## src/hdl/dhoa_pkg.sv

```systemverilog
// ============================================================================
// Double-hash table package
// Shared types, sizes and codes of the double-hashing key/value table.
// ============================================================================
`timescale 1ns / 1ps

package dhoa_pkg;

  localparam int TABLE_SLOTS = 127;
  localparam int KEY_BYTES   = 8;
  localparam int VALUE_BITS  = 32;

  localparam int IDX_W   = $clog2(TABLE_SLOTS);
  localparam int CNT_W   = $clog2(TABLE_SLOTS + 1);
  localparam int LEN_W   = 4;
  localparam int KEY_W   = 64;
  localparam int MULT_W  = 16;
  localparam int CFG_IDX_W = 1;

  // Width of the value fed to the modular reducer: a product of two residues
  // plus a character, or a raw multiplier register.
  localparam int RED_W   = ((2 * IDX_W) > MULT_W ? (2 * IDX_W) : MULT_W) + 1;
  localparam int RCP_W   = RED_W + 1;
  localparam logic [RCP_W-1:0] RECIP =
    RCP_W'((64'(1) << RED_W) / 64'(TABLE_SLOTS));

  localparam int QDEPTH  = 2;
  localparam int QPTR_W  = $clog2(QDEPTH);

  localparam logic [1:0] OP_INSERT = 2'd0;
  localparam logic [1:0] OP_SEARCH = 2'd1;
  localparam logic [1:0] OP_DELETE = 2'd2;
  localparam logic [1:0] OP_NOP    = 2'd3;

  localparam logic [1:0] ST_DONE   = 2'd0;
  localparam logic [1:0] ST_MISS   = 2'd1;
  localparam logic [1:0] ST_FULL   = 2'd2;

  localparam logic [CFG_IDX_W-1:0] CFG_MULT_A = 1'd0;
  localparam logic [CFG_IDX_W-1:0] CFG_MULT_B = 1'd1;

  localparam int SLOT_W = KEY_W + LEN_W + VALUE_BITS;

  typedef struct packed {
    logic [1:0]  opcode;
    logic [63:0] key_bytes;
    logic [3:0]  key_length;
    logic [31:0] value_in;
  } in_item_t;

  typedef struct packed {
    logic [1:0]  status;
    logic        found;
    logic [31:0] value_out;
    logic [6:0]  live_entries;
  } out_item_t;

  // Classified item handed from the hashing front to the probe engine.
  typedef struct packed {
    logic [1:0]            opcode;
    logic [KEY_W-1:0]      key;
    logic [LEN_W-1:0]      len;
    logic [VALUE_BITS-1:0] value;
    logic [IDX_W-1:0]      home;
    logic [IDX_W-1:0]      step;
  } job_t;

  typedef struct packed {
    logic [KEY_W-1:0]      key;
    logic [LEN_W-1:0]      len;
    logic [VALUE_BITS-1:0] value;
  } slot_t;

  // Queue status seen by its producer and consumer.
  typedef struct packed {
    logic full;
    logic empty;
  } q_stat_t;

endpackage

```

## src/hdl/dhoa_queue.sv

```systemverilog
// ============================================================================
// Job queue
// Short first-in first-out buffer between the hash front and probe engine.
// ============================================================================
`timescale 1ns / 1ps

module dhoa_queue (
  input  logic              clk,
  input  logic              rst_n,
  input  logic              push,
  input  dhoa_pkg::job_t    push_job,
  input  logic              pop,
  output dhoa_pkg::job_t    pop_job,
  output dhoa_pkg::q_stat_t q_stat
);
  import dhoa_pkg::*;

  job_t              mem_r [QDEPTH];
  logic [QPTR_W-1:0] wptr_r, rptr_r;
  logic [QPTR_W:0]   cnt_r;

  assign q_stat.full  = (cnt_r == (QPTR_W+1)'(QDEPTH));
  assign q_stat.empty = (cnt_r == '0);
  assign pop_job      = mem_r[rptr_r];

  always_ff @(posedge clk) begin
    if (!rst_n) begin
      wptr_r <= '0;
      rptr_r <= '0;
      cnt_r  <= '0;
    end else begin
      if (push) begin
        wptr_r <= (wptr_r == QPTR_W'(QDEPTH - 1)) ? '0 : wptr_r + QPTR_W'(1);
      end
      if (pop) begin
        rptr_r <= (rptr_r == QPTR_W'(QDEPTH - 1)) ? '0 : rptr_r + QPTR_W'(1);
      end
      cnt_r <= cnt_r + (QPTR_W+1)'(push) - (QPTR_W+1)'(pop);
    end
  end

  always_ff @(posedge clk) begin
    if (push) begin
      mem_r[wptr_r] <= push_job;
    end
  end

endmodule

```

## config.mk

```make
export PLATFORM = sky130hd
export DESIGN_NAME = dhoa_queue
export DESIGN_NICKNAME = d
export VERILOG_FILES = /design/src/hdl/dhoa_pkg.sv /design/src/hdl/dhoa_queue.sv
export SDC_FILE = /design/constraint.sdc
export NUM_CORES = 1
export LEC_CHECK = 0
export BUFFER_PORTS_ARGS = -buffer_cell sky130_fd_sc_hd__buf_4
export CAP_MARGIN = 0
export CORE_UTILIZATION = 40
export CTS_BUF_LIST = sky130_fd_sc_hd__clkbuf_8
export DETAILED_ROUTE_END_ITERATION = 7
export PLACE_DENSITY = 0.67
export SYNTH_ARGS = -nofsm -noshare
export SYNTH_HDL_FRONTEND = slang
export SYNTH_SLANG_ARGS = --single-unit
```

## constraint.sdc

```tcl
create_clock -name clk -period 13.3 [get_ports clk]
set_clock_uncertainty 0.1 [all_clocks]
set_input_delay 1.33 -clock clk [delete_from_list [all_inputs] [get_ports clk]]
set_output_delay 1.33 -clock clk [all_outputs]
set_load 0.01 [all_outputs]
```

==> impl_metrics.py <==
metrics = {
    "status": {
        "outcome": "finished, final reports clean",
    },
    "setup_path": {
        "cp-start-kind": "flip-flop",
        "cp-end-kind": "primary output",
        "required_ns": 11.87,
        "crit_type": "reg2out",
        "arrival_ns": 2.92,
        "path_max_fanout": 69,
    },
    "timing": {
        "fin_crit_ns": 4.347,
        "maxSlewHeadroom": 0.2973,
        "clock.fmax_mhz": 230.1,
        "worst_pin_slew_ns": 1.054,
        "finalWorstSetupSlack_ns": 8.953,
        "rsz0062_at_grt": "no",
        "setup_tns_ns": 0,
        "finalMaxSlewViolations": 0,
        "fin_crit_sh": 0.3268,
        "final-hold-violation-count": 0,
        "finalSetupViolCount": 0,
    },
    "grt": {
        "antenna_found_initial": 0,
        "grt-ovfl-total": 0,
        "grt.total_usage": 0.1446,
        "grt_pass1_wl_um": 24540,
        "grt_max_degree": 70,
        "first_global_vias": 4846,
    },
    "finish": {
        "fin_util": 0.5403,
        "regArea_um2": 7071,
        "fillerInstances": 1733,
        "multiInputGateArea_um2": 1584,
        "drive_above_1_share": 0.6009,
        "antenna_cells": 0,
        "fin_nets": 772,
        "area_growth_pct": 31.01,
    },
    "synthesis": {
        "syn_nets": 504,
        "yosys-top-cells-area": "edfxtp_1 80%, mux2_2 9.8%, mux2_4 6.9%",
        "yosysSeqAreaShare": 0.8075,
        "synth-seq-cells": 237,
        "yosysTopAreaCellShare": 0.7961,
        "yosysTopAreaCell": "edfxtp_1",
        "syn_inst": 382,
        "synthDistinctLibCells": 14,
        "syn_area_um2": 8751,
        "syn_avg_cell_area_um2": 22.91,
        "ys_warn_count": 0,
    },
    "die": {
        "die_area_um2": 22470,
        "core_um2": 21220,
        "die_w_um": 149.9,
        "num_io_pins": 238,
        "initial_core_util": 0.4124,
        "rows": 53,
        "die_h_um": 149.9,
    },
    "clock_tree": {
        "clkSlewWorstSetupHoldPaths_ns": 0.05,
        "clock-root-buffer": "clkbuf_8",
        "postCtsResizedCells": 0,
        "cts_sinks": 237,
        "cts_tree": "yes",
        "clockBufferDepth": 3,
        "insertion_delay_ns": 0.50,
        "cts_hold_buf": 0,
        "post_cts.repair.setup_buffers": 0,
        "h-tree-depth": 2,
        "numCtsBuffers": 38,
    },
    "routing": {
        "wirelength_um": 16510,
        "viasPerCell": 4.682,
        "drtIter0Drc": 141,
        "wire_per_inst_um": 17.40,
        "dr.pass1.iters": 4,
        "antenna_left": 0,
        "drcViolationCount": 0,
        "vias": 4443,
    },
    "place": {
        "dp_slack_ns": 9.460,
        "gp_congestion": 0.7345,
        "port_buffers": 237,
        "hpwl_um": 10870,
    },
    "run": {
        "maxCapViolations": 0,
    },
    "power": {
        "powerDensity_nw_per_um2": 140.7,
        "leakage_nw": 4.420,
        "peakVddDrop_mv": 0.07437,
    },
    "worst_hold_path": {
        "hp-class": "reg2reg",
    },
}
state kept, by name (all words and copies together), names as in the netlist, named ones only:
register  cells
mem_r       232
cnt_r         2
rptr_r        1
wptr_r        1
worst paths after layout:
| check | from | endpoint | slack (ns) | depth (start not counted) |
|---|---|---|---|---|
| worst max-delay path | flip-flop | pop_job[37] | 8.95 | 3 |
| worst max register to register | wptr_r | mem_r[0][92] | 10.89 | 3 |
| worst min register to register | rptr_r | flip-flop | 0.49 | 2 |
| worst min-delay path | rptr_r | flip-flop | 0.49 | 2 |
synthesized netlist by cell type, drive strengths merged:
cell type  number
and2            4
buf            13
dfxtp           5
edfxtp        232
ha              2
inv             2
mux2          116
nor2            1
nor2b           4
o21a            1
xnor3           1
xor2            1
per-stage QoR:
stage	cell area, µm²	hold slack [ns]	std cells	total power, mW
6_report	11460	0.4901	949	1.613
3_5_place_dp	10820	0.4732	885	1.102
5_1_grt	11460	0.5347	949	1.684
2_1_floorplan	8751	0.4546	382	0.9998
3_3_place_gp	10820	0.4581	885	1.095
4_1_cts	11460	0.4924	949	1.639
worst max-delay path: stages, from the launching register on:
cell     delay [ns]
dfxtp_4        0.99
buf_4          0.72
mux2_2         0.41
buf_4          0.14
metal layers:
metal | GRT usage | up-vias | wire length (µm)
li1 | - | 2048 | -
met1 | 0.1700 | 2187 | 6563
met2 | 0.2433 | 182 | 8171
met3 | 0.05030 | 26 | 1485
met4 | 0.05455 | 0 | 289
met5 | 0 | - | 0
layout make-up:
cell class | count | share of cell area
well taps | 275 | 0.03001
flip-flops and latches | 237 | 0.6167
repair buffers | 241 | 0.1578
clock inverters | 24 | 0.008622
clock buffers | 40 | 0.04802
multi-input cells | 130 | 0.1382
inverters | 2 | 0.0006548
cell families (layout without fill, tap and decap cells):
group                      count (synthesis)  count (layout)  share of synthesized area
AOI/OAI and AO/OA                          1               1                  0.0008582
muxes                                    116             116                     0.1664
xor gates and xnor gates                   2               2                   0.003574
buffers and inverters                     15             307                    0.01258
and+or+nand+nor                            9               9                   0.006147
adders and majority gates                  2               2                   0.002859
DFF                                      237             237                     0.8075
power breakdown:
| part | switching, mW | internal, mW |
|---|---|---|
| combinational | 0.0818 | 0.116 |
| sequential | 0.0191 | 0.865 |
| clock | 0.254 | 0.276 |
cell usage in the layout (no fill, tap or decap), types with 2 or more instances in the layout:
| master | netlist | layout |
|---|---|---|
| and2_1 | 4 | 3 |
| buf_4 | 0 | 241 |
| clkbuf_8 | 0 | 40 |
| clkinv_1 | 0 | 5 |
| clkinv_2 | 0 | 4 |
| dfxtp_1 | 5 | 4 |
| edfxtp_1 | 232 | 232 |
| ha_1 | 2 | 2 |
| inv_1 | 2 | 16 |
| mux2_2 | 76 | 76 |
| mux2_4 | 40 | 40 |
| nor2b_1 | 4 | 3 |
No activity file was read; power rests on OpenSTA's default activity.
