<file path="config.mk">
export PLATFORM = sky130hd
export DESIGN_NAME = dhoa_front
export DESIGN_NICKNAME = d
export VERILOG_FILES = /design/src/hdl/dhoa_pkg.sv /design/src/hdl/dhoa_front.sv
export SDC_FILE = /design/constraint.sdc
export NUM_CORES = 1
export LEC_CHECK = 0
export ABC_AREA = 1
export BUFFER_PORTS_ARGS = -buffer_cell sky130_fd_sc_hd__buf_4
export CORE_UTILIZATION = 46
export CTS_BUF_LIST = sky130_fd_sc_hd__clkbuf_4 sky130_fd_sc_hd__clkbuf_8
export CTS_CLUSTER_SIZE = 12
export DETAILED_ROUTE_END_ITERATION = 12
export PLACE_DENSITY = 0.65
export SETUP_SLACK_MARGIN = 0.2
export SKIP_LAST_GASP = 1
export SLEW_MARGIN = 30
export SYNTH_ARGS = -nofsm -noshare
export SYNTH_HDL_FRONTEND = slang
export SYNTH_SLANG_ARGS = --single-unit
</file>
<file path="constraint.sdc">
create_clock -name clk -period 7.2 [get_ports clk]
set_input_delay 0.36 -clock clk [delete_from_list [all_inputs] [get_ports clk]]
set_output_delay 0.36 -clock clk [all_outputs]
set_load 0.02 [all_outputs]
</file>
<file path="src/hdl/dhoa_pkg.sv">
// ============================================================================
// Double-hash table package
// Shared types, sizes and codes of the double-hashing key/value table.
// ============================================================================
`timescale 1ns / 1ps

package dhoa_pkg;

  localparam int TABLE_SLOTS = 127;
  localparam int KEY_BYTES   = 8;
  localparam int VALUE_BITS  = 32;

  localparam int IDX_W   = $clog2(TABLE_SLOTS);
  localparam int CNT_W   = $clog2(TABLE_SLOTS + 1);
  localparam int LEN_W   = 4;
  localparam int KEY_W   = 64;
  localparam int MULT_W  = 16;
  localparam int CFG_IDX_W = 1;

  // Width of the value fed to the modular reducer: a product of two residues
  // plus a character, or a raw multiplier register.
  localparam int RED_W   = ((2 * IDX_W) > MULT_W ? (2 * IDX_W) : MULT_W) + 1;
  localparam int RCP_W   = RED_W + 1;
  localparam logic [RCP_W-1:0] RECIP =
    RCP_W'((64'(1) << RED_W) / 64'(TABLE_SLOTS));

  localparam int QDEPTH  = 2;
  localparam int QPTR_W  = $clog2(QDEPTH);

  localparam logic [1:0] OP_INSERT = 2'd0;
  localparam logic [1:0] OP_SEARCH = 2'd1;
  localparam logic [1:0] OP_DELETE = 2'd2;
  localparam logic [1:0] OP_NOP    = 2'd3;

  localparam logic [1:0] ST_DONE   = 2'd0;
  localparam logic [1:0] ST_MISS   = 2'd1;
  localparam logic [1:0] ST_FULL   = 2'd2;

  localparam logic [CFG_IDX_W-1:0] CFG_MULT_A = 1'd0;
  localparam logic [CFG_IDX_W-1:0] CFG_MULT_B = 1'd1;

  localparam int SLOT_W = KEY_W + LEN_W + VALUE_BITS;

  typedef struct packed {
    logic [1:0]  opcode;
    logic [63:0] key_bytes;
    logic [3:0]  key_length;
    logic [31:0] value_in;
  } in_item_t;

  typedef struct packed {
    logic [1:0]  status;
    logic        found;
    logic [31:0] value_out;
    logic [6:0]  live_entries;
  } out_item_t;

  // Classified item handed from the hashing front to the probe engine.
  typedef struct packed {
    logic [1:0]            opcode;
    logic [KEY_W-1:0]      key;
    logic [LEN_W-1:0]      len;
    logic [VALUE_BITS-1:0] value;
    logic [IDX_W-1:0]      home;
    logic [IDX_W-1:0]      step;
  } job_t;

  typedef struct packed {
    logic [KEY_W-1:0]      key;
    logic [LEN_W-1:0]      len;
    logic [VALUE_BITS-1:0] value;
  } slot_t;

  // Queue status seen by its producer and consumer.
  typedef struct packed {
    logic full;
    logic empty;
  } q_stat_t;

endpackage

</file>
<file path="src/hdl/dhoa_front.sv">
// ============================================================================
// Hash front
// Accepts items, normalizes the key and computes both polynomial hashes
// with a three-step multiply and reciprocal reduction per character.
// ============================================================================
`timescale 1ns / 1ps

module dhoa_front (
  input  logic                           clk,
  input  logic                           rst_n,
  input  logic                           in_valid,
  output logic                           in_ready,
  input  dhoa_pkg::in_item_t             in_data,
  input  logic [dhoa_pkg::MULT_W-1:0]    mult_a,
  input  logic [dhoa_pkg::MULT_W-1:0]    mult_b,
  input  dhoa_pkg::q_stat_t              q_stat,
  output logic                           push,
  output dhoa_pkg::job_t                 push_job
);
  import dhoa_pkg::*;

  typedef enum logic [4:0] {
    F_IDLE = 5'b00001,
    F_MUL  = 5'b00010,
    F_QUO  = 5'b00100,
    F_REM  = 5'b01000,
    F_PUSH = 5'b10000
  } fstate_t;

  fstate_t state_r, state_nxt;

  logic [KEY_W-1:0]      key_r;
  logic [LEN_W-1:0]      len_r;
  logic [1:0]            op_r;
  logic [VALUE_BITS-1:0] val_r;
  logic                  mred_r;
  logic [LEN_W-1:0]      pos_r;
  logic [IDX_W-1:0]      ma_r, mb_r, ha_r, hb_r;
  logic [RED_W-1:0]      pa_r, pb_r, qa_r, qb_r;

  logic [LEN_W-1:0]      len_c;
  logic [KEY_W-1:0]      key_c;
  logic [7:0]            chr;
  logic [IDX_W:0]        ra, rb, ra_fix, rb_fix;
  logic [IDX_W:0]        step_sum;

  always_comb begin
    len_c = (in_data.key_length > LEN_W'(KEY_BYTES)) ? LEN_W'(KEY_BYTES)
                                                     : in_data.key_length;
    key_c = '0;
    for (int i = 0; i < KEY_BYTES; i++) begin
      if (LEN_W'(i) < len_c) begin
        key_c[8*i +: 8] = in_data.key_bytes[8*i +: 8];
      end
    end
  end

  assign chr = key_r[8*pos_r[2:0] +: 8];

  // Quotient estimate is low by at most one, so one subtract finishes.
  assign ra     = (IDX_W+1)'(pa_r - RED_W'(qa_r * TABLE_SLOTS));
  assign rb     = (IDX_W+1)'(pb_r - RED_W'(qb_r * TABLE_SLOTS));
  assign ra_fix = (ra >= (IDX_W+1)'(TABLE_SLOTS)) ? ra - (IDX_W+1)'(TABLE_SLOTS) : ra;
  assign rb_fix = (rb >= (IDX_W+1)'(TABLE_SLOTS)) ? rb - (IDX_W+1)'(TABLE_SLOTS) : rb;

  assign step_sum = {1'b0, hb_r} + (IDX_W+1)'(1);

  assign in_ready = (state_r == F_IDLE);
  assign push     = (state_r == F_PUSH) && !q_stat.full;

  always_comb begin
    push_job.opcode = op_r;
    push_job.key    = key_r;
    push_job.len    = len_r;
    push_job.value  = val_r;
    push_job.home   = ha_r;
    push_job.step   = (step_sum == (IDX_W+1)'(TABLE_SLOTS)) ? '0 : IDX_W'(step_sum);
  end

  always_comb begin
    state_nxt = state_r;
    case (state_r)
      F_IDLE: begin
        if (in_valid) begin
          state_nxt = F_MUL;
        end
      end
      F_MUL:  state_nxt = F_QUO;
      F_QUO:  state_nxt = F_REM;
      F_REM: begin
        if ((mred_r ? pos_r : pos_r + LEN_W'(1)) == len_r) begin
          state_nxt = F_PUSH;
        end else begin
          state_nxt = F_MUL;
        end
      end
      F_PUSH: begin
        if (!q_stat.full) begin
          state_nxt = F_IDLE;
        end
      end
      default: state_nxt = F_IDLE;
    endcase
  end

  always_ff @(posedge clk) begin
    if (!rst_n) begin
      state_r <= F_IDLE;
    end else begin
      state_r <= state_nxt;
    end
  end

  always_ff @(posedge clk) begin
    case (state_r)
      F_IDLE: begin
        if (in_valid) begin
          key_r  <= key_c;
          len_r  <= len_c;
          op_r   <= in_data.opcode;
          val_r  <= VALUE_BITS'(in_data.value_in);
          mred_r <= 1'b1;
          pos_r  <= '0;
          ha_r   <= '0;
          hb_r   <= '0;
        end
      end
      F_MUL: begin
        if (mred_r) begin
          pa_r <= RED_W'(mult_a);
          pb_r <= RED_W'(mult_b);
        end else begin
          pa_r <= RED_W'(ha_r) * RED_W'(ma_r) + RED_W'(chr);
          pb_r <= RED_W'(hb_r) * RED_W'(mb_r) + RED_W'(chr);
        end
      end
      F_QUO: begin
        qa_r <= RED_W'(({{RCP_W{1'b0}}, pa_r} * RECIP) >> RED_W);
        qb_r <= RED_W'(({{RCP_W{1'b0}}, pb_r} * RECIP) >> RED_W);
      end
      F_REM: begin
        if (mred_r) begin
          ma_r   <= IDX_W'(ra_fix);
          mb_r   <= IDX_W'(rb_fix);
          mred_r <= 1'b0;
        end else begin
          ha_r  <= IDX_W'(ra_fix);
          hb_r  <= IDX_W'(rb_fix);
          pos_r <= pos_r + LEN_W'(1);
        end
      end
      default: begin
      end
    endcase
  end

endmodule

</file>
==> results.toml, run 1 <==
[sta]
slew_headroom_pct = 43.3
fin_tns_setup_ns = 0
rsz0062_at_grt = "false"
fin_crit_ns = 5.57
final.setup.worst_slack_ns = 1.63
final_hold_viol_count = 0
timing.hold.ws_ns = 0.0412
maxSlewViolCount = 0
fin_crit_sh_pct = 77.4
finClkSkew_ns = 0.0222
setup_viol = 0
max_freq_mhz = 179
tightest_slew_ns = 0.850

[pwr]
leakage_nw = 9.67
powerDensity_nw_per_um2 = 500
fin_total_pwr_mw = 9.22
vdd_drop_max_mv = 0.484

[yosys]
ys.flop_type = "edfxtp_1"
syn_avg_cell_area_um2 = 8.84
async_flop_share_pct = 0
seq_area_frac_synth_pct = 36.8
synth_cell_types = 41
syn_nets = 2124
ys_ff_latch = 188
netlist_area_um2 = 15200
postSynthCellCount = 1722
ys_warn_count = 0
synth_edf_count = 183

[worst_setup_path]
crit_buf_inv = 4
worstPathArrival_ns = 5.83
crit_top_cell = "nand2_1"
path_depth = 21
crit_required_ns = 7.46
reg2regPathDepth = 21
critical_path.cell_chain = "buf_4 > inv_1 > o21ai_0 > o22ai_1 > nor2_1 > a31oi_1 > fa_1 > fa_1 > inv_1 > fa_1 > inv_1 > ha_1 > nand2_1 > o21ai_0 > nand2_1 > nand3_1 > nand2_1 > a21oi_1 > o21ai_0 > nand3_1 > nand2_1"
slowest_delay_ns = 0.67
crit_path_end_kind = "flip-flop"
reg2reg_from = "pos_r[0]"
worstReg2RegEnd = "pb_r[13]"
crit_path_max_fanout = 36
critical_path_class = "flip-flop to flip-flop"
crit_slowest_cell = "inv_1"
cp-start-kind = "flip-flop"
critPathTopFamily = "adder cells"
r2r_slack_ns = 1.63

[routing]
dr_wl_met3_um = 2460
routed_wl_um = 38100
wl_met1_um = 16900
initialDrtViolationCount = 675
drc = 0
route.vias.total = 11900
highest_layer = "met4"
wl_met2_um = 18100
route.antenna.remaining_nets = 0
post_drt_wl_per_cell_um = 15.5
via_per_inst = 4.83
firstDrtPassIters = 5

[clock_network]
clkSinkCount = 188
cts_resized = 0
cts_made_buffers = 17
clkTransAtPathRegs_ns = 0.11
post_cts_buffers = 0
cts_tree = "done"
clk_path_buf_depth = 2
clock_latency_ns = 0.51
cts_hold_buf = 32
ctsRootBufferMaster = "clkbuf_8"
cts_max_level = 4

[layout]
stdcell_area_um2 = 18400
final_common_cell = "inv_1"
final_cell_count_no_fill = 2463
final_nets = 2410
drive_gt1_share_pct = 16.1
fillerInstances = 2930
finish.utilization_pct = 56.7
area_delta_synth_final_pct = 21.1
layout_common_cells = "inv_1, nand2_1, buf_4"
insertedDiodeCount = 0

[worst_hold_path]
worst_hold_path.endpoint = "val_r[15]"
holdPathStages = 1
min-delay-start = "in_data[15]"
hold_class = "input pin to flip-flop"

[die]
die_h_um = 184
die_w_um = 184
io_pins = 257
core_um2 = 32500
initial_utilization_pct = 46.8
die-area_um2 = 33800
row_count = 66

[run]
maxCapViolations = 0

[placed_design]
gp_congestion = 0.859
dpl-instance-area_um2 = 17700
pre_cts_ws_ns = 1.70
io_buffers = 255
placedCellCount = 2397
dp_hpwl_um = 30800

[global_route]
grt_pass1_wl_um = 61100
grtUsageTotal_pct = 23.5
grt_pass1_vias = 12000
overflow = 0
grt_max_degree = 66
grt_antenna_before_repair = 0

[run_status]
status = "finished, final reports clean"
[power breakdown]
part / switching (mW) / internal, mW / total (mW)
clock: 0.459 / 0.301 / 0.760
sequential: 0.283 / 1.60 / 1.88
combinational: 4.08 / 2.49 / 6.58
[registers in the layout, summed over array words and instances, names as in the netlist, 2 cells and up]
register and cells:
pb_r 16, len_r 4, op_r 2, mb_r 7, qb_r 8, ma_r 7
ha_r 7, qa_r 8, hb_r 7, pa_r 16, state_r 5, pos_r 4
val_r 32, key_r 64
[kinds of logic after synthesis]
group | Yosys count | share of synthesized area [%]
simple gates | 638 | 17.5
fa+ha+maj | 263 | 26.4
flops | 188 | 36.8
compound gates | 154 | 5.53
buf+inv | 425 | 10.5
xor+xnor | 54 | 3.21
[synth_stat cells, types with 3 or more instances]
master | n | area [um^2]
inv_1 | 389 | 1460
nand2_1 | 353 | 1330
edfxtp_1 | 183 | 5500
nor2_1 | 167 | 627
ha_1 | 166 | 2080
fa_1 | 97 | 1940
o21ai_0 | 63 | 315
nand3_1 | 59 | 295
a21oi_1 | 57 | 285
xor2_1 | 37 | 324
clkbuf_1 | 24 | 90.1
nand4_1 | 18 | 113
xnor2_1 | 15 | 131
nor3_1 | 9 | 45.0
a31oi_1 | 8 | 50.1
nand3b_1 | 8 | 60.1
o22ai_1 | 7 | 43.8
buf_2 | 5 | 25.0
dfxtp_1 | 5 | 100
inv_2 | 5 | 18.8
nand2_2 | 5 | 31.3
a21o_1 | 4 | 30.0
or2_1 | 4 | 25.0
or2_2 | 4 | 25.0
o21bai_1 | 3 | 22.5
[worst max path at each step]
stage | end | from | slack (ns)
2_1_floorplan | key_r[0] | state_r[2] | 1.34
3_3_place_gp | pb_r[13] | pos_r[0] | 1.79
3_5_place_dp | pb_r[13] | pos_r[0] | 1.70
4_1_cts | pb_r[13] | pos_r[0] | 1.66
5_1_grt | pb_r[13] | pos_r[0] | 1.18
6_report | pb_r[13] | pos_r[0] | 1.63
[worst register-to-register path: stages, from the launching register on]
cell and delay (ns):
edfxtp_1 0.38, buf_4 0.26, inv_1 0.67, o21ai_0 0.17, o22ai_1 0.22, nor2_1 0.07
a31oi_1 0.53, fa_1 0.53, fa_1 0.49, inv_1 0.06, fa_1 0.52, inv_1 0.04
ha_1 0.36, nand2_1 0.09, o21ai_0 0.24, nand2_1 0.09, nand3_1 0.11, nand2_1 0.10
a21oi_1 0.18, o21ai_0 0.10, nand3_1 0.09, nand2_1 0.05
[layer usage]
metal	vias up	track usage, %
met2	375	39.8
met4	0	6.70
met1	5489	30.0
met5	-	0
li1	5979	-
met3	46	5.33
[layout make-up]
class	count	area [um^2]	share of cell area, %
clock buffer	17	234	1.27
clock inverter	15	194	1.05
inverter	396	1490	8.06
multi-input combinational	1109	8040	43.6
sequential	188	5600	30.4
tap	442	553	3.00
timing repair buffer	296	2330	12.6
Power figures use the tool's default switching activity.
==> run 2: changes to the inputs <==
- ABC_AREA: 1 -> 0
- PLACE_DENSITY: 0.65 -> 0.66
- clock period: 7.2 -> 5.85 ns (I/O delays scaled with it)
==> results.toml, run 2 <==
[yosys]
yosysMostFrequentCell = "edfxtp_1"
synth_top_cell_by_area = "edfxtp_1"
async_flop_share_pct = 0
postSynthCellCount = 1304
synthTopCellsByCount = "edfxtp_1, inv_1, ha_1, and2_1, fa_1"
synth_cell_types = 71
synth_top_area_share_pct = 37.1
netlist_area_um2 = 14800
ys.flop_type = "edfxtp_1"
synth_area_leaders = "edfxtp_1, ha_1, fa_1, and2_1, inv_1"
ys_ff_latch = 188
syn_avg_cell_area_um2 = 11.4
synth_edf_count = 183
syn_nets = 1706
ys_warn_count = 0
seq_area_frac_synth_pct = 37.7

[worst_setup_path]
crit_path_end_kind = "flip-flop"
critical_path_class = "flip-flop to flip-flop"
critical_path.cell_chain = "buf_4 > mux4_2 > mux2_2 > fa_1 > inv_1 > fa_1 > fa_1 > inv_1 > ha_1 > o21a_1 > o21ai_0 > a21oi_1 > o21ba_2 > or4_1 > o311ai_0"
crit_buf_inv = 3
crit_top_cell = "fa_1"
worstPathArrival_ns = 5.38
crit_slowest_cell = "mux4_2"
cp-start-kind = "flip-flop"
critPathTopFamily = "adder cells"
crit_required_ns = 6.13
slowest_delay_ns = 0.58
crit_path_max_fanout = 20

[sta]
maxSlewViolCount = 0
fin_tns_setup_ns = 0
max_freq_mhz = 196
finClkSkew_ns = 0.0178
tightest_slew_ns = 0.956
fin_crit_ns = 5.10
rsz0062_at_grt = "false"
slew_headroom_pct = 36.3
setup_viol = 0
fin_crit_sh_pct = 87.2
final_hold_viol_count = 0

[layout]
final_cell_count_no_fill = 2010
largest_reg_flops = 64
fillerInstances = 2701
top_regs = "key_r: 64 flops, val_r: 32 flops"
insertedDiodeCount = 0
final_nets = 1997
layout_common_cells = "buf_4, edfxtp_1, inv_1"
drive_gt1_share_pct = 21.5
regArea_um2 = 5600
stdcell_area_um2 = 18000
area_delta_synth_final_pct = 21.1
multiInputGateArea_um2 = 8530
finish.utilization_pct = 56.8
largest_register = "key_r"
final_common_cell = "buf_4"

[die]
die_w_um = 182
initial_utilization_pct = 46.9
die-area_um2 = 33000
core_um2 = 31600
die_h_um = 182
io_pins = 257
row_count = 65

[routing]
post_drt_wl_per_cell_um = 18.5
initialDrtViolationCount = 532
via_per_inst = 5.21
firstDrtPassIters = 5
route.antenna.remaining_nets = 0
drc = 0
routed_wl_um = 37200
route.vias.total = 10500

[pwr]
powerDensity_nw_per_um2 = 223
leakage_nw = 8.15
vdd_drop_max_mv = 0.170

[global_route]
grt_pass1_wl_um = 59000
gr-usage-met2_pct = 40.8
grt.busiest_layer = "met2"
grtUsageTotal_pct = 23.5
overflow = 0
grt_max_degree = 79
grt_pass1_vias = 10800
use_met1_pct = 29.9
grt_util_met3_pct = 4.65
grt_antenna_before_repair = 0

[placed_design]
gp_congestion = 0.819
placedCellCount = 1944
io_buffers = 255
dp_hpwl_um = 30100
dpl-instance-area_um2 = 17200

[clock_network]
clk_path_buf_depth = 2
cts_max_level = 4
clock_latency_ns = 0.50
clkTransAtPathRegs_ns = 0.10
ctsRootBufferMaster = "clkbuf_8"
cts_tree = "done"
cts_made_buffers = 17
cts_resized = 0
post_cts_buffers = 0
clkSinkCount = 188

[run]
maxCapViolations = 0

[run_status]
status = "finished, final reports clean"

[worst_hold_path]
hold_class = "input pin to flip-flop"
[run 2: cell types whose count changed in the layout (fill, tap and decap cells not counted), moves of 47 or more]
cell     before  now
nand2_1     353   78
inv_1       388  169
nor2_1      166   50
and2_1        2  109
nor2b_1       0   63
nand3_1      59   12
[run 2: repair_timing]
action | CTS | global route
setup endpoints to repair | 0 | 0
endpoints found under the hold margin | 34 | 0
hold buffers | 34 | 0
[run 2: routing by layer]
metal | part of all wire, % | vias to the layer above
met3 | 5.8 | 26
met4 | 1.4 | 0
li1 | - | 5072
met5 | 0 | -
met1 | 44 | 5044
met2 | 49 | 325
[run 2: worst paths after layout]
path	startpoint	endpoint	slack, ns	depth (start not counted)
setup / recovery	pos_r[0]	pa_r[12]	0.75	15
hold / removal	rst_n	state_r[1]	0.04	2
setup reg to reg	pos_r[0]	pa_r[12]	0.75	15
hold reg to reg	pb_r[14]	qb_r[7]	0.60	1
[run 2: final cells by class]
cell class / count / area share [%]
tap: 402 / 2.80
timing repair buffer: 297 / 12.9
multi-input combinational: 920 / 47.5
inverter: 171 / 3.59
clock inverter: 14 / 0.738
clock buffer: 18 / 1.34
sequential: 188 / 31.2
[run 2: power by group]
| group | leakage, nW | internal [mW] | switching (mW) |
|---|---|---|---|
| combinational | 6.19 | 0.659 | 0.843 |
| sequential | 1.77 | 1.59 | 0.0668 |
| clock | 0.187 | 0.315 | 0.528 |
[run 2: cells by family after synthesis]
| kind of cell | synth area share, % |
|---|---|
| mux | 4.16 |
| xor+xnor | 4.26 |
| compound gates | 7.70 |
| flops | 37.7 |
| buf+inv | 4.98 |
| simple gates | 14.1 |
| fa+ha+maj | 27.1 |
[run 2: metrics by stage]
| stage | total power [mW] | worst slack (ns) | hold slack, ns |
|---|---|---|---|
| finish | 4.00 | 0.750 | 0.0390 |
| global route | 4.25 | 0.526 | 0.0240 |
| CTS | 4.03 | 0.728 | 0.0150 |
| detailed placement | 3.16 | 0.819 | 0.472 |
| global placement | 3.14 | 0.893 | 0.471 |
| floorplan | 2.68 | 0.679 | 0.391 |
